$ cat src/rtl/bracket_header_message_deframer_top_assert.svh
// ----------------------------------------------------------------------------
// Bracket header message deframer assertion macros
// Shared concurrent assertion forms, clocked on clk and disabled in reset.
// ----------------------------------------------------------------------------
`ifndef BRACKET_HEADER_MESSAGE_DEFRAMER_TOP_ASSERT_SVH
`define BRACKET_HEADER_MESSAGE_DEFRAMER_TOP_ASSERT_SVH

// The consequent must hold in the same cycle as the antecedent.
`define BHMD_ASSERT_SAME(lbl, ante, cons, msg) \
  lbl: assert property (@(posedge clk) disable iff (!rst_n) (ante) |-> (cons)) \
    else $error(msg);

// The consequent must hold in the cycle after the antecedent.
`define BHMD_ASSERT_NEXT(lbl, ante, cons, msg) \
  lbl: assert property (@(posedge clk) disable iff (!rst_n) (ante) |=> (cons)) \
    else $error(msg);

`endif

$ cat src/rtl/bhmd_pkg.sv
// ----------------------------------------------------------------------------
// Bracket header message deframer package
// Shared constants, codes, state type and controller interface structs.
// ----------------------------------------------------------------------------
`timescale 1ns / 1ps
`default_nettype none

package bhmd_pkg;

  localparam int TEXT_DEPTH = 32;
  localparam int TEXT_AW    = (TEXT_DEPTH > 1) ? $clog2(TEXT_DEPTH) : 1;
  localparam int CNT_W      = $clog2(TEXT_DEPTH + 1);

  localparam logic [7:0] CH_LBRACKET = 8'h5b;
  localparam logic [7:0] CH_RBRACKET = 8'h5d;
  localparam logic [7:0] CH_S        = 8'h53;
  localparam logic [7:0] CH_T        = 8'h54;
  localparam logic [7:0] CH_LPAREN   = 8'h28;
  localparam logic [7:0] CH_RPAREN   = 8'h29;
  localparam logic [7:0] CH_ONE      = 8'h31;
  localparam logic [7:0] CH_EIGHT    = 8'h38;
  localparam logic [7:0] CH_R        = 8'h72;
  localparam logic [7:0] CH_G        = 8'h67;
  localparam logic [7:0] CH_B        = 8'h62;

  localparam logic [7:0] LED_ALL_OFF      = 8'hff;
  localparam logic [2:0] RGB_RESET        = 3'h7;
  localparam logic [2:0] RGB_RED          = 3'h1;
  localparam logic [2:0] RGB_GREEN        = 3'h2;
  localparam logic [2:0] RGB_BLUE         = 3'h4;
  localparam logic [7:0] IDLE_TICKS_RESET = 8'd20;
  localparam logic [7:0] IDLE_MAX         = 8'hff;

  localparam logic MODE_BYTE = 1'b0;
  localparam logic PHASE_HUNT = 1'b0;
  localparam logic PHASE_BODY = 1'b1;

  localparam logic [1:0] PROG_NONE   = 2'd0;
  localparam logic [1:0] PROG_OPEN   = 2'd1;
  localparam logic [1:0] PROG_LETTER = 2'd2;

  typedef enum logic [1:0] {
    KIND_ECHO  = 2'd0,
    KIND_LED   = 2'd1,
    KIND_CLEAR = 2'd2,
    KIND_CHAR  = 2'd3
  } kind_t;

  typedef enum logic [1:0] {
    S_IDLE,
    S_CLEAR,
    S_CHAR
  } state_t;

  typedef struct packed {
    logic accept;
    logic emit_clear;
    logic emit_char;
    logic flush_done;
  } ctrl_cmd_t;

  typedef struct packed {
    logic out_free;
    logic flush_start;
    logic cnt_zero;
    logic char_last;
  } dp_status_t;

endpackage

`default_nettype wire

$ cat src/rtl/bhmd_ctrl.sv
// ----------------------------------------------------------------------------
// Bracket header message deframer controller
// Sequences input acceptance and the clear and character items of a flush.
// ----------------------------------------------------------------------------
`timescale 1ns / 1ps
`default_nettype none

`include "bracket_header_message_deframer_top_assert.svh"

module bhmd_ctrl (
  input  wire logic                   clk,
  input  wire logic                   rst_n,
  input  wire logic                   in_valid,
  output logic                        in_ready,
  input  wire bhmd_pkg::dp_status_t   sts,
  output bhmd_pkg::ctrl_cmd_t         cmd
);
  import bhmd_pkg::*;

  state_t state_r;
  state_t state_nxt;

  always_ff @(posedge clk) begin
    if (!rst_n) begin
      state_r <= S_IDLE;
    end else begin
      state_r <= state_nxt;
    end
  end

  always_comb begin
    state_nxt = state_r;
    unique case (state_r)
      S_IDLE: begin
        if (in_valid && in_ready && sts.flush_start) begin
          state_nxt = S_CLEAR;
        end
      end
      S_CLEAR: begin
        if (sts.out_free) begin
          state_nxt = sts.cnt_zero ? S_IDLE : S_CHAR;
        end
      end
      S_CHAR: begin
        if (sts.out_free && sts.char_last) begin
          state_nxt = S_IDLE;
        end
      end
      default: state_nxt = S_IDLE;
    endcase
  end

  always_comb begin
    in_ready = 1'b0;
    cmd      = '0;
    unique case (state_r)
      S_IDLE: begin
        in_ready   = sts.out_free;
        cmd.accept = in_valid && sts.out_free;
      end
      S_CLEAR: begin
        cmd.emit_clear = sts.out_free;
        cmd.flush_done = sts.out_free && sts.cnt_zero;
      end
      S_CHAR: begin
        cmd.emit_char  = sts.out_free;
        cmd.flush_done = sts.out_free && sts.char_last;
      end
      default: begin
        in_ready = 1'b0;
      end
    endcase
  end

  `BHMD_ASSERT_SAME(a_accept_needs_slot, cmd.accept, sts.out_free, "accept without free output")
  `BHMD_ASSERT_SAME(a_char_nonempty, state_r == S_CHAR, !sts.cnt_zero, "character walk on empty buffer")
  `BHMD_ASSERT_NEXT(a_clear_to_chars, cmd.emit_clear && !sts.cnt_zero, state_r == S_CHAR, "clear not followed by characters")

endmodule

`default_nettype wire

$ cat src/rtl/bhmd_dp.sv
// ----------------------------------------------------------------------------
// Bracket header message deframer datapath
// Header hunt, LED state, text buffer, idle timer and the output register.
// ----------------------------------------------------------------------------
`timescale 1ns / 1ps
`default_nettype none

module bhmd_dp (
  input  wire logic                 clk,
  input  wire logic                 rst_n,
  input  wire logic                 in_mode,
  input  wire logic [7:0]           in_rx_byte,
  input  wire logic                 cfg_wr_en,
  input  wire logic [7:0]           cfg_wr_data,
  input  wire bhmd_pkg::ctrl_cmd_t  cmd,
  output bhmd_pkg::dp_status_t      sts,
  output logic                      out_valid,
  input  wire logic                 out_ready,
  output logic [1:0]                out_kind,
  output logic [7:0]                out_value,
  output logic [7:0]                out_led_pattern,
  output logic [2:0]                out_rgb_lines,
  output logic                      out_last
);
  import bhmd_pkg::*;

  logic [7:0]         idle_ticks_r;
  logic               phase_r, phase_nxt;
  logic [1:0]         prog_r, prog_nxt;
  logic               is_text_r, is_text_nxt;
  logic [CNT_W-1:0]   count_r, count_nxt;
  logic [CNT_W-1:0]   count_inc;
  logic [7:0]         idle_r, idle_nxt;
  logic [7:0]         idle_inc;
  logic               timer_r, timer_nxt;
  logic [7:0]         led_r, led_nxt;
  logic [2:0]         rgb_r, rgb_nxt;
  logic [TEXT_AW-1:0] rd_idx_r;
  logic [TEXT_AW-1:0] rd_addr;
  logic               rd_en;
  logic [7:0]         rd_data_r;
  logic [7:0]         mem [TEXT_DEPTH];
  logic               wr_en;
  logic               emit;
  logic [7:0]         emit_val;
  logic               flush;
  logic               out_valid_r;
  logic               out_load;
  logic [1:0]         kind_r;
  logic [7:0]         value_r;
  logic [7:0]         led_out_r;
  logic [2:0]         rgb_out_r;
  logic               last_r;

  assign sts.out_free    = !out_valid_r || out_ready;
  assign sts.flush_start = flush;
  assign sts.cnt_zero    = (count_r == '0);
  assign sts.char_last   = ((CNT_W + 1)'(rd_idx_r) + (CNT_W + 1)'(1)) == (CNT_W + 1)'(count_r);

  assign count_inc = count_r + CNT_W'(1);
  assign idle_inc  = (idle_r != IDLE_MAX) ? idle_r + 8'd1 : idle_r;

  always_comb begin
    phase_nxt   = phase_r;
    prog_nxt    = prog_r;
    is_text_nxt = is_text_r;
    count_nxt   = count_r;
    idle_nxt    = idle_r;
    timer_nxt   = timer_r;
    led_nxt     = led_r;
    rgb_nxt     = rgb_r;
    wr_en       = 1'b0;
    emit        = 1'b0;
    emit_val    = 8'd0;
    flush       = 1'b0;
    if (cmd.accept) begin
      if (in_mode != MODE_BYTE) begin
        if (timer_r) begin
          idle_nxt = idle_inc;
          flush    = (idle_inc >= idle_ticks_r);
        end
      end else if (phase_r == PHASE_HUNT) begin
        if (in_rx_byte == CH_LBRACKET) begin
          prog_nxt  = PROG_OPEN;
          count_nxt = '0;
          emit      = 1'b1;
          emit_val  = CH_LPAREN;
        end else if (prog_r == PROG_OPEN && (in_rx_byte == CH_S || in_rx_byte == CH_T)) begin
          prog_nxt    = PROG_LETTER;
          is_text_nxt = (in_rx_byte == CH_T);
          emit        = 1'b1;
          emit_val    = in_rx_byte;
        end else if (prog_r == PROG_LETTER && in_rx_byte == CH_RBRACKET) begin
          phase_nxt = PHASE_BODY;
          prog_nxt  = PROG_NONE;
          if (is_text_r) begin
            timer_nxt = 1'b1;
          end
          emit     = 1'b1;
          emit_val = CH_RPAREN;
        end else begin
          prog_nxt = PROG_NONE;
        end
      end else if (!is_text_r) begin
        phase_nxt = PHASE_HUNT;
        emit      = 1'b1;
        if (in_rx_byte >= CH_ONE && in_rx_byte <= CH_EIGHT) begin
          led_nxt = ~(8'd1 << 3'(in_rx_byte - CH_ONE));
        end else if (in_rx_byte == CH_R) begin
          rgb_nxt = rgb_r ^ RGB_RED;
        end else if (in_rx_byte == CH_G) begin
          rgb_nxt = rgb_r ^ RGB_GREEN;
        end else if (in_rx_byte == CH_B) begin
          rgb_nxt = rgb_r ^ RGB_BLUE;
        end else begin
          led_nxt = LED_ALL_OFF;
        end
      end else begin
        wr_en     = (count_r < CNT_W'(TEXT_DEPTH));
        count_nxt = count_inc;
        idle_nxt  = 8'd0;
        emit      = 1'b1;
        emit_val  = in_rx_byte;
        flush     = (count_inc >= CNT_W'(TEXT_DEPTH));
      end
      if (flush) begin
        timer_nxt = 1'b0;
        idle_nxt  = 8'd0;
        phase_nxt = PHASE_HUNT;
        prog_nxt  = PROG_NONE;
      end
    end
    if (cmd.flush_done) begin
      count_nxt = '0;
    end
  end

  always_ff @(posedge clk) begin
    if (!rst_n) begin
      idle_ticks_r <= IDLE_TICKS_RESET;
      phase_r      <= PHASE_HUNT;
      prog_r       <= PROG_NONE;
      is_text_r    <= 1'b0;
      count_r      <= '0;
      idle_r       <= 8'd0;
      timer_r      <= 1'b0;
      led_r        <= LED_ALL_OFF;
      rgb_r        <= RGB_RESET;
      rd_idx_r     <= '0;
    end else begin
      if (cfg_wr_en) begin
        idle_ticks_r <= cfg_wr_data;
      end
      phase_r   <= phase_nxt;
      prog_r    <= prog_nxt;
      is_text_r <= is_text_nxt;
      count_r   <= count_nxt;
      idle_r    <= idle_nxt;
      timer_r   <= timer_nxt;
      led_r     <= led_nxt;
      rgb_r     <= rgb_nxt;
      if (cmd.emit_clear) begin
        rd_idx_r <= '0;
      end else if (cmd.emit_char) begin
        rd_idx_r <= rd_idx_r + TEXT_AW'(1);
      end
    end
  end

  assign rd_addr = cmd.emit_clear ? '0 : rd_idx_r + TEXT_AW'(1);
  assign rd_en   = (cmd.emit_clear && !sts.cnt_zero) || (cmd.emit_char && !sts.char_last);

  always_ff @(posedge clk) begin
    if (wr_en) begin
      mem[count_r[TEXT_AW-1:0]] <= in_rx_byte;
    end
    if (rd_en) begin
      rd_data_r <= mem[rd_addr];
    end
  end

  assign out_load = emit || cmd.emit_clear || cmd.emit_char;

  always_ff @(posedge clk) begin
    if (!rst_n) begin
      out_valid_r <= 1'b0;
    end else if (out_load) begin
      out_valid_r <= 1'b1;
    end else if (out_ready) begin
      out_valid_r <= 1'b0;
    end
  end

  always_ff @(posedge clk) begin
    if (out_load) begin
      led_out_r <= led_nxt;
      rgb_out_r <= rgb_nxt;
      if (cmd.emit_char) begin
        kind_r  <= KIND_CHAR;
        value_r <= rd_data_r;
        last_r  <= sts.char_last;
      end else if (cmd.emit_clear) begin
        kind_r  <= KIND_CLEAR;
        value_r <= 8'd0;
        last_r  <= sts.cnt_zero;
      end else begin
        kind_r  <= ((phase_r == PHASE_BODY) && !is_text_r) ? KIND_LED : KIND_ECHO;
        value_r <= emit_val;
        last_r  <= !flush;
      end
    end
  end

  assign out_valid       = out_valid_r;
  assign out_kind        = kind_r;
  assign out_value       = value_r;
  assign out_led_pattern = led_out_r;
  assign out_rgb_lines   = rgb_out_r;
  assign out_last        = last_r;

endmodule

`default_nettype wire

$ cat src/rtl/bracket_header_message_deframer_top.sv
// ----------------------------------------------------------------------------
// Bracket header message deframer top level
// Deframes bracketed headers from a UART byte stream into LED and text items.
// ----------------------------------------------------------------------------
// The input channel carries one received byte (in_mode low) or one 10 ms
// tick (in_mode high) per transfer. Each input causes zero to 34 result
// transfers on the output channel, and out_last marks the final one.
// A byte that causes one result shows it in the cycle after acceptance, held
// in an output register. A flush emits a display-clear item and then one
// item per buffered character, one per cycle while the receiver does not
// stall, read from the text buffer through its registered read port.
// One input is in work at a time; a new input is taken once the controller
// is idle and the output register is free or being emptied.
// When the receiver stalls, the output register holds its transfer and the
// block waits. The user must write the idle tick limit through cfg_wr_en
// and cfg_wr_data only while the block is idle; the block itself does not
// enforce this. A synchronous active-low reset returns the block to the
// header hunt with all LEDs and RGB lines high, an empty buffer and an idle
// limit of 20 ticks; it needs no clearing pass.
// ----------------------------------------------------------------------------
`timescale 1ns / 1ps
`default_nettype none

module bracket_header_message_deframer_top (
  input  wire logic        clk,
  input  wire logic        rst_n,
  input  wire logic        cfg_wr_en,
  input  wire logic [7:0]  cfg_wr_data,
  input  wire logic        in_valid,
  output logic             in_ready,
  input  wire logic        in_mode,
  input  wire logic [7:0]  in_rx_byte,
  output logic             out_valid,
  input  wire logic        out_ready,
  output logic [1:0]       out_kind,
  output logic [7:0]       out_value,
  output logic [7:0]       out_led_pattern,
  output logic [2:0]       out_rgb_lines,
  output logic             out_last
);
  import bhmd_pkg::*;

  ctrl_cmd_t  cmd;
  dp_status_t sts;

  bhmd_ctrl u_ctrl (
    .clk      (clk),
    .rst_n    (rst_n),
    .in_valid (in_valid),
    .in_ready (in_ready),
    .sts      (sts),
    .cmd      (cmd)
  );

  bhmd_dp u_dp (
    .clk             (clk),
    .rst_n           (rst_n),
    .in_mode         (in_mode),
    .in_rx_byte      (in_rx_byte),
    .cfg_wr_en       (cfg_wr_en),
    .cfg_wr_data     (cfg_wr_data),
    .cmd             (cmd),
    .sts             (sts),
    .out_valid       (out_valid),
    .out_ready       (out_ready),
    .out_kind        (out_kind),
    .out_value       (out_value),
    .out_led_pattern (out_led_pattern),
    .out_rgb_lines   (out_rgb_lines),
    .out_last        (out_last)
  );

endmodule

`default_nettype wire
$ cat config.mk
export PLATFORM = sky130hd
export DESIGN_NAME = bracket_header_message_deframer_top
export DESIGN_NICKNAME = d
export VERILOG_FILES = /design/src/rtl/bhmd_pkg.sv /design/src/rtl/bhmd_ctrl.sv /design/src/rtl/bhmd_dp.sv /design/src/rtl/bracket_header_message_deframer_top.sv
export VERILOG_INCLUDE_DIRS = /design/src /design/src/rtl
export SDC_FILE = /design/constraint.sdc
export NUM_CORES = 1
export LEC_CHECK = 0
export ABC_AREA = 1
export BUFFER_PORTS_ARGS = -buffer_cell sky130_fd_sc_hd__buf_4
export CELL_PAD_IN_SITES_DETAIL_PLACEMENT = 1
export CELL_PAD_IN_SITES_GLOBAL_PLACEMENT = 2
export CORE_MARGIN = 2
export CORE_UTILIZATION = 29
export DETAILED_ROUTE_END_ITERATION = 16
export PLACE_DENSITY_LB_ADDON = 0.1
export SYNTH_ARGS = -nofsm -noshare
export SYNTH_HDL_FRONTEND = slang
export SYNTH_SLANG_ARGS = --single-unit
$ cat constraint.sdc
create_clock -name clk -period 2.85 [get_ports clk]
set_input_delay 0.285 -clock clk [delete_from_list [all_inputs] [get_ports clk]]
set_output_delay 0.285 -clock clk [all_outputs]
set_load 0.01 [all_outputs]
* Yosys cells after proc, flatten, opt, wreduce, memory -nomap -nowiden *
Memory sizes are Yosys's and may differ from the RTL's. A register that Yosys moved wholly into a read port is not among the register bits.
Cells that the tools add are included.

word-level totals
  register bits = 68
  bits in writable memories = 256
  output and inout port bits = 24
  memories = 1

cells by class
  add/subtract/negate cells = 5
  order comparisons = 5
  equal/unequal tests = 22
  shift operators = 1
  muxes and demuxes = 87
  bitwise gates (word level) = 8
  reduce and logical (&&, ||, !) cells = 39

memory list
  name      depth  width  rd ports  clocked after memory_dff  wr ports  RTL line       RTL
  u_dp.mem  32     8      1         1                         1         bhmd_dp.sv:42  logic [7:0] mem [TEXT_DEPTH];

operators with widths
  kind                   number
  $mux W8                22
  $eq A8 B7 Y1 const B   7
  $mux W1                41
  $mux W3                8
  $mux W6                4
  $mux W2                9
  $logic_and A1 B1 Y1    11
  $add A8 B1 Y8 const B  1
  $ge A8 B6 Y1 const B   1
  $ge A8 B8 Y1           1
  $le A8 B6 Y1 const B   1
  $ne A2 B1 Y1 const B   4
  $ne A2 B2 Y1 const B   4
  $ne A8 B8 Y1 const B   1
  $not A8 Y8             1
  $reduce_and A4 Y1      2
  $reduce_bool A2 Y1     4
  $shl A1 B3 Y8 const A  1
  $eq A7 B6 Y1           1
  $not A1 Y1             7
  $reduce_and A7 Y1      1
  $add A5 B1 Y6 const B  1
  $add A6 B1 Y6 const B  1
  $ge A6 B6 Y1 const B   1
  other kinds (18)       32

* Depth between registers and ports, before layout *
Gate-level depths: netlist of the first run.

  depth after elaboration = 11
  gate-level depth with buffers = 20
  mapped depth without buffers = 20

* Cells and area by module *
A second synthesis of the first run with hierarchy kept.

second synthesis, totals
  cell total of the unflattened synthesis = 1317
  area total of the unflattened synthesis = 14410.1 um2

by module, submodules not included
  module     times used  cells an instance  area an instance (um2)  seq. area each (um2)
  bhmd_dp    1           1281               14183.6                 9469.1
  bhmd_ctrl  1           36                 226.5                   40.0

* Worst setup path after synthesis of the first run *
No wires, ideal clock.

  path type = reg2reg
  start = register u_dp.idle_r[0]
  end = register u_dp.last_r, in the netlist u_dp.out_last (data pin)
  library setup time = 0.270 ns
  arrival time = 2.421 ns
  data required time = 2.580 ns
  setup slack = 0.158 ns
  stages on the path, launching flop included = 18
  period minus slack after synthesis = 2.692 ns
  path through = dfxtp_1 ha_1 nand2_1 nor3_1 nand3_2 mux2_2 ha_1 nand2_1 nor2_1 nor2_1 nand2_1 nand2_1 nand2_1 nand2_1 nand2_1 nand2_1 a21oi_1 a21oi_1

between the ends
  word-level cells in the longest chain between the ends = 10
  elaborated cells between the ends (all ways) = 11
  those cells by class = add/sub (1); order compare (1); eq/ne (1); mux (7); reduce/logical (1)

ends and longest elaborated chain
  item                                                  RTL line        RTL
  start, declared                                       bhmd_dp.sv:33   logic [7:0] idle_r, idle_nxt;
  start signal, assigned                                bhmd_dp.sv:158  idle_r <= idle_nxt;
  $add A8 B1 Y8 / $ne A8 B8 Y1 (equally long branches)  bhmd_dp.sv:61   assign idle_inc = (idle_r != IDLE_MAX) ? idle_r + 8'd1 : idle_r;
  $mux W8 *                                             bhmd_dp.sv:61
  $ge A8 B8 Y1 *                                        bhmd_dp.sv:80   flush = (idle_inc >= idle_ticks_r);
  $mux W1 *                                             bhmd_dp.sv:78   if (timer_r) begin
  $mux W1 *                                             bhmd_dp.sv:77   if (in_mode != MODE_BYTE) begin
  $mux W1 * (2 in a row)                                bhmd_dp.sv:76   if (cmd.accept) begin
  $logic_not A1 Y1 *                                    bhmd_dp.sv:209  last_r <= !flush;
  $mux W1 *                                             bhmd_dp.sv:202  end else if (cmd.emit_clear) begin
  $mux W1 *                                             bhmd_dp.sv:198  if (cmd.emit_char) begin
  end signal, assigned                                  bhmd_dp.sv:201  last_r <= sts.char_last;
  end signal, assigned                                  bhmd_dp.sv:205  last_r <= sts.cnt_zero;
  end signal, assigned                                  bhmd_dp.sv:209
  end, declared                                         bhmd_dp.sv:53   logic last_r;

Every way passes the cells marked *; elsewhere a longest branch is shown, timed or not. The select of a mux whose other input is x is not followed.
A chain may end at the register's enable or synchronous reset.

* Final worst setup path of the first run *
  start = register u_dp.idle_r[1]
  end = register u_dp.idle_r[2]

between the ends
  word-level cells in the longest chain between the ends = 8
  elaborated cells between the ends (all ways) = 14
  those cells by class = add/sub (1); order compare (1); eq/ne (2); mux (7); reduce/logical (3)

ends and longest elaborated chain
  item                                                                 RTL line
  $add A8 B1 Y8 / $ne A8 B8 Y1 (equally long branches)                 bhmd_dp.sv:61
  $mux W8 *                                                            bhmd_dp.sv:61
  $ge A8 B8 Y1                                                         bhmd_dp.sv:80
  $mux W1                                                              bhmd_dp.sv:78
  $mux W1                                                              bhmd_dp.sv:77
  $mux W1                                                              bhmd_dp.sv:76
  $ne A3 B1 Y1 (no line) / $reduce_bool A3 Y1 (equally long branches)  n/a
  $reduce_and A4 Y1 (no line)                                          n/a

Marked as above.

==> reports/qor.yml, run 1 <==
antenna_found_initial: 1
clockRootBuffer: "clkbuf_16"
path_class: "register to register"
numPortBuffers: 45
r2r_setup_slack_ps: 240
rsz0062_at_grt: "false"
synth_area_sq_mm: 0.01444
dieArea_sq_mm: 0.05158
final_cell_mix: "edfxtp_1, nand2_1, nor2_1"
outcome: "finished, final reports clean"
required_ps: 3340
gp_congestion: 0.7986
place_inst: 2015
grt_max_degree: 58
via_count: 9934
area.growth.synth_to_final_pct: 21.27
period_minus_slack_ps: 2605
routed_wl_um: 44820
pin_count: 46
skew_ps: 16.59
rr_endpoint: "u_dp.idle_r[2]$_SDFFE_PN0P_"
crit_path_start_kind: "register"
utilization: 0.3569
grt_util_all_layers: 0.1787
die_w_um: 227.1
min_period_over_period: 0.9141
nets: 1446
synth_nets: 1319
cts_buffer_depth: 3
p_leak_nw: 6.236
worstHoldPathType: "input pin to register"
die_h_um: 227.1
mostFrequentLayoutCell: "edfxtp_1"
placementRows: 81
hpwl_um: 29650
crit_start: "u_dp.idle_r[1]$_SDFFE_PN0P_"
cap_violations: 0
wire_per_inst_um: 21.34
drc_errors: 0
cts_tree: "done"
synth.avg_cell_area_sq_um: 11.29
yosys_warnings: 0
final-setup-viol-count: 0
worstPathArrival_ps: 3090
grt_pass1_vias: 10340
seq_area_frac_synth: 0.6588
cts_buffers: 41
vdd_ir_drop_max_v: 0.0005006
worstPathMaxFanout: 4
post-cts-setup-buffers: 0
grt-ovfl-total: 0
start_util: 0.2943
power.density_mw_per_mm2: 903.0
synth-seq-cells: 332
n_antenna_cell: 0
endpoint: "u_dp.idle_r[2]$_SDFFE_PN0P_"
hold_depth: 1
clock-sinks: 332
htreeDepth: 2
syn_inst: 1279
final_cells: 2100
slew_headroom: 0.6258
fmax_ghz: 0.3839
drt_first_iter_violations: 517
reg2reg_depth: 18
drv_slew: 0
hold_viol: 0
drt_pass1_iterations: 5
grt_pass1_wl_um: 67320
viasPerCell: 4.730
drive_above_1_share: 0.1922
clkLatencyLatePin_ps: 560
endpoint_kind: "register"
core_area_sq_mm: 0.04905
clk_pin_slew_ps: 60
ant_nets: 0
worst_slew_pin_slew_ps: 560.7
power_mw: 15.81
yosysUniqueCellTypes: 45
reg2reg_from: "u_dp.idle_r[1]$_SDFFE_PN0P_"
[area by class of cell]
type | instances | area (sq um)
Clock buffer | 53 | 1124
Clock inverter | 20 | 251.5
Fill cell | 5435 | 31550
Inverter | 86 | 326.6
Multi-Input combinational cell | 806 | 4298
Sequential cell | 332 | 9510
Tap cell | 664 | 830.8
Timing Repair Buffer | 139 | 1165
[kinds of logic after synthesis]
family                     count (synthesis)  share of synthesized area
and+or+nand+nor                          569                     0.1808
DFF                                      332                     0.6588
AOI/OAI and AO/OA                        207                    0.09084
buffers and inverters                    141                    0.04655
adders and majority gates                 18                    0.01560
xor gates and xnor gates                  11                   0.006674
muxes                                      1                  0.0007800
[repair_timing]
item | in CTS | in global routing
pin swaps | 0 | 2
hold endpoints to repair | 8 | 0
setup endpoints to repair | 12 | 15
gates resized for setup | 1 | 11
hold buffers | 12 | 0
gates cloned | 0 | 0
[per-stage QoR]
step,hold slack (ps),setup TNS (ps),area [sq um],setup slack [ps]
floorplan,383.9,0,14440,158.4
global placement,468.3,0,15960,73.85
detailed placement,470.8,-108.4,15960,-33.09
CTS,7.877,0,17460,20.61
global route,25.69,0,17510,4.135
finish,33.98,0,17510,244.9
[critical path, stage by stage, from the launching register on]
cell and delay (ps):
dfxtp_2 340, ha_1 160, nand2_1 90, nor3_2 160, nand3_2 120, mux2_2 300
ha_1 310, nand2_1 80, nor2_1 40, nor2_1 90, nand2_1 70, nand2_1 60
nand2_1 80, nand2_2 80, nand2_2 90, nor2_4 140, buf_4 140, nand2_1 50
a21oi_1 120
[sequential cells by signal (all words and copies together) (netlist names), 3 cells and up]
name and flops:
u_dp.count_r 6, u_dp.idle_r 8, u_dp.out_led_pattern 8, u_dp.rd_idx_r 5, u_dp.led_r 8, u_dp.idle_ticks_r 8
u_dp.out_value 8, u_dp.mem 256, u_dp.out_rgb_lines 3, u_dp.rd_data_r 8, u_dp.rgb_r 3
[where the power goes]
part / switching, mW / internal, mW / total, mW
Sequential: 0.0833 / 5.54 / 5.62
Clock: 2.05 / 3.32 / 5.37
Combinational: 3.26 / 1.55 / 4.81
[worst min path at each step]
stage	from	endpoint	slack, ps
6_report	in_rx_byte[1]	u_dp.mem[2][1]$_DFFE_PP_	30
5_1_grt	in_rx_byte[1]	u_dp.mem[2][1]$_DFFE_PP_	30
4_1_cts	cfg_wr_en	u_dp.idle_ticks_r[0]$_SDFFE_PN0P_	8
3_5_place_dp	u_dp.idle_ticks_r[6]$_SDFFE_PN0P_	u_dp.idle_ticks_r[6]$_SDFFE_PN0P_	470
3_3_place_gp	u_dp.idle_ticks_r[5]$_SDFFE_PN0P_	u_dp.idle_ticks_r[5]$_SDFFE_PN0P_	470
2_1_floorplan	in_rx_byte[0]	u_dp.mem[0][0]$_DFFE_PP_	380
[metal layers]
| metal | global-route usage | part of all wire |
|---|---|---|
| met5 | 0 | 0 |
| met1 | 0.2452 | 0.47 |
| met4 | 0.04153 | 0.018 |
| met3 | 0.03033 | 0.032 |
| met2 | 0.2952 | 0.48 |
[synth_stat cells]
| cell | n | area (sq um) |
|---|---|---|
| buf_2 | 23 | 115.1 |
| o221ai_1 | 16 | 140.1 |
| nand2_2 | 4 | 25.02 |
| clkinv_2 | 1 | 5.000 |
| nor2_2 | 7 | 43.79 |
| nor2_4 | 6 | 67.56 |
| mux2_2 | 1 | 11.26 |
| nor4_1 | 1 | 6.260 |
| nand2_1 | 197 | 739.5 |
| inv_2 | 13 | 48.80 |
| a21oi_1 | 38 | 190.2 |
| buf_6 | 12 | 135.1 |
| ha_1 | 18 | 225.2 |
| o2111ai_1 | 1 | 8.760 |
| or2_2 | 42 | 262.8 |
| nor3_2 | 1 | 10.01 |
| buf_1 | 2 | 7.510 |
| o21ai_1 | 4 | 20.02 |
| nand2_4 | 3 | 33.78 |
| nand3_2 | 2 | 20.02 |
| dfxtp_1 | 46 | 920.9 |
| xnor2_1 | 5 | 43.79 |
| nand2_8 | 1 | 20.02 |
| a32o_1 | 1 | 10.01 |
| nor3_1 | 4 | 20.02 |
| buf_4 | 4 | 30.03 |
| nor2_1 | 147 | 551.8 |
| clkbuf_1 | 10 | 37.54 |
| o31ai_1 | 6 | 45.04 |
| nand3b_1 | 1 | 7.510 |
| a21oi_2 | 1 | 8.760 |
| o22ai_1 | 6 | 37.54 |
| o21ai_0 | 62 | 310.3 |
| a21boi_0 | 1 | 7.510 |
| o21a_1 | 4 | 30.03 |
| or2_1 | 20 | 125.1 |
| nand3_1 | 124 | 620.6 |
| inv_4 | 1 | 6.260 |
| xor2_1 | 6 | 52.55 |
| clkbuf_2 | 4 | 20.02 |
| edfxtp_1 | 286 | 8588 |
| o211ai_1 | 66 | 495.5 |
| inv_1 | 71 | 266.5 |
| a22oi_1 | 1 | 7.510 |
| nand4_1 | 9 | 56.30 |
Power figures use the tool's default switching activity.
==> inputs of run 2 (changes only) <==
Settings changed: CTS_CLUSTER_SIZE set to 28, HOLD_SLACK_MARGIN set to 0.12.
==> run 2 against run 1 <==
  * Fmax up 0.30%
  * Cell count rose by 0.29%
  * Utilization increased by 0.12 points
  * Power hardly changed
  * Critical path depth unchanged
  * Wire length increased by 0.14%
  * Hold slack gained 130 ps
  * Highest routed layer unchanged
==> reports/qor.yml, run 2 (synthesis gave the netlist of run 1 again) <==
sw_frac_of_total: 0.3417  # about the same
ant_nets: 0  # unchanged
hold_viol: 0  # unchanged
crit_path_start_kind: "register"
endpoint_kind: "register"
worstHoldPathType: "input pin to register"
path_class: "register to register"
period_minus_slack_ps: 2597  # -7.757 ps
place_inst: 2015  # unchanged
via_count: 9977  # +0.43%
final_cells: 2106  # +0.29%
mostFrequentLayoutCell: "edfxtp_1"
n_antenna_cell: 0  # unchanged
timing.final.ws_setup_ps: 252.6  # +7.757 ps
placementRows: 81  # unchanged
post-cts-setup-buffers: 0  # unchanged
grt_pass1_vias: 10380  # +0.38%
setup_tns_ps: 0  # unchanged
area.growth.synth_to_final_pct: 21.69
clock-sinks: 332  # unchanged
clk_pin_slew_ps: 60  # about the same
drv_slew: 0  # unchanged
worstPathMaxFanout: 4  # unchanged
die_h_um: 227.1  # unchanged
fmax_ghz: 0.3850  # +0.30%
routed_wl_um: 44880  # +0.14%
slew_headroom: 0.6253  # about the same
cap_violations: 0  # unchanged
crit_start: "u_dp.idle_r[1]$_SDFFE_PN0P_"
drt_pass1_iterations: 5  # unchanged
clockRootBuffer: "clkbuf_16"
antenna_found_initial: 1  # unchanged
core_area_sq_mm: 0.04905  # unchanged
power_mw: 15.81  # about the same
gp_congestion: 0.7986  # unchanged
hp-start: "in_rx_byte[2]"
switching_power_mw: 5.403  # about the same
path_cells: "ha_1 -> nand2_1 -> nor3_2 -> nand3_2 -> mux2_2 -> ha_1 -> nand2_1 -> nor2_1 -> nor2_1 -> nand2_1 -> nand2_1 -> nand2_1 -> nand2_2 -> nand2_2 -> nor2_4 -> buf_4 -> nand2_1 -> a21oi_1"
drc_errors: 0  # unchanged
cpPeakStageDelay_ps: 340  # about the same
seqPwrFrac: 0.356  # about the same
clkLatencyLatePin_ps: 560  # about the same
p_int_mw: 10.41  # about the same
cts_tree: "done"
die_w_um: 227.1  # unchanged
pin_count: 46  # unchanged
worst_slew_pin_slew_ps: 561.4  # +0.7392 ps
numPortBuffers: 45  # unchanged
worstPathArrival_ps: 3080  # about the same
final-setup-viol-count: 0  # unchanged
crit_top_cell: "nand2_1"
grt_pass1_wl_um: 67480  # +0.24%
viasPerCell: 4.737  # +0.15%
skew_ps: 16.63  # +0.03600 ps
htreeDepth: 2  # unchanged
required_ps: 3340  # about the same
power_frac_clock: 0.340  # about the same
vdd_ir_drop_max_v: 0.0004995  # -0.22%
p_leak_nw: 6.263  # +0.43%
largest_register_ffs: 256  # unchanged
rsz0062_at_grt: "false"
cts_buffer_depth: 3  # unchanged
timing.hold.ws_ps: 161.6  # +127.6 ps
critical-path-slowest-cell: "dfxtp_2"
start_util: 0.2943  # unchanged
grt-ovfl-total: 0  # unchanged
dieArea_sq_mm: 0.05158  # unchanged
cts_buffers: 41  # unchanged
drive_above_1_share: 0.1914  # -0.0007997
min_period_over_period: 0.9114  # -0.002722
dp_slack_ps: -33.09  # unchanged
outcome: "finished, final reports clean"
wire_per_inst_um: 21.31  # -0.15%
r2r_setup_slack_ps: 250  # about the same
nets: 1452  # +0.41%
grt_util_all_layers: 0.1790  # +0.0003352
final_cell_mix: "edfxtp_1, nand2_1, nor2_1"
hpwl_um: 29650  # unchanged
power.density_mw_per_mm2: 900.3  # -0.30%
reg2reg_from: "u_dp.idle_r[1]$_SDFFE_PN0P_"
grt_max_degree: 58  # unchanged
drt_first_iter_violations: 530  # +2.5%
combPwrFrac: 0.305  # about the same
[run 2: cell types whose count changed in the layout (fill, tap and decap cells not counted)]
| cell | delta |
|---|---|
| dlygate4sd3_1 | +6 |
[run 2: area by class of cell]
type | instances | area [sq um]
multi-input cells | 806 | 4298
repair buffers | 145 | 1225
fillers | 5429 | 31490
flip-flops and latches | 332 | 9510
well taps | 664 | 830.8
clock inverters | 20 | 251.5
inverters | 86 | 326.6
clock buffers | 53 | 1124
[run 2: path summary, 6_finish.rpt]
check                                           end  cells after the start
hold / removal             u_dp.mem[2][2]$_DFFE_PP_                      1
setup reg to reg        u_dp.idle_r[2]$_SDFFE_PN0P_                     18
hold reg to reg   u_dp.idle_ticks_r[6]$_SDFFE_PN0P_                      2
setup / recovery        u_dp.idle_r[2]$_SDFFE_PN0P_                     18
[run 2: layer usage]
metal  vias up  routed length [um]  global-route usage
li1       4796                   -                   -
met2       128               21600              0.2963
met1      5001               20900              0.2453
met3        52                1580             0.03033
met5         -                   0                   0
met4         0                 807             0.04153
[run 2: power groups by stage]
stage / logic, mW / registers (mW) / clock network, mW
5_1_grt: 5.35 / 5.64 / 5.71
6_report: 4.82 / 5.63 / 5.37
2_1_floorplan: 3.06 / 5.74 / 0
3_5_place_dp: 4.92 / 5.73 / 0
4_1_cts: 4.96 / 5.63 / 5.53
3_3_place_gp: 4.90 / 5.73 / 0
[run 2: critical path: cells and delay by family (launching register included)]
kind / cells / cell delay, ps
compound gates: 1 / 120
buf+inv: 1 / 140
simple gates: 13 / 1140
mux: 1 / 300
flops: 1 / 340
fa+ha+maj: 2 / 470
[run 2: repair_timing]
| item | CTS | global route |
|---|---|---|
| gates resized for setup | 1 | 11 |
| hold buffers | 18 | 0 |
| pin swaps | 0 | 2 |
| setup endpoints to repair | 12 | 15 |
| hold endpoints to repair | 31 | 0 |
[run 2: through the flow]
step / area, sq um / utilization
floorplan: 14440 / -
global placement: 15960 / 0.3254
detailed placement: 15960 / 0.3254
CTS: 17520 / 0.3572
global route: 17570 / 0.3581
finish: 17570 / 0.3581
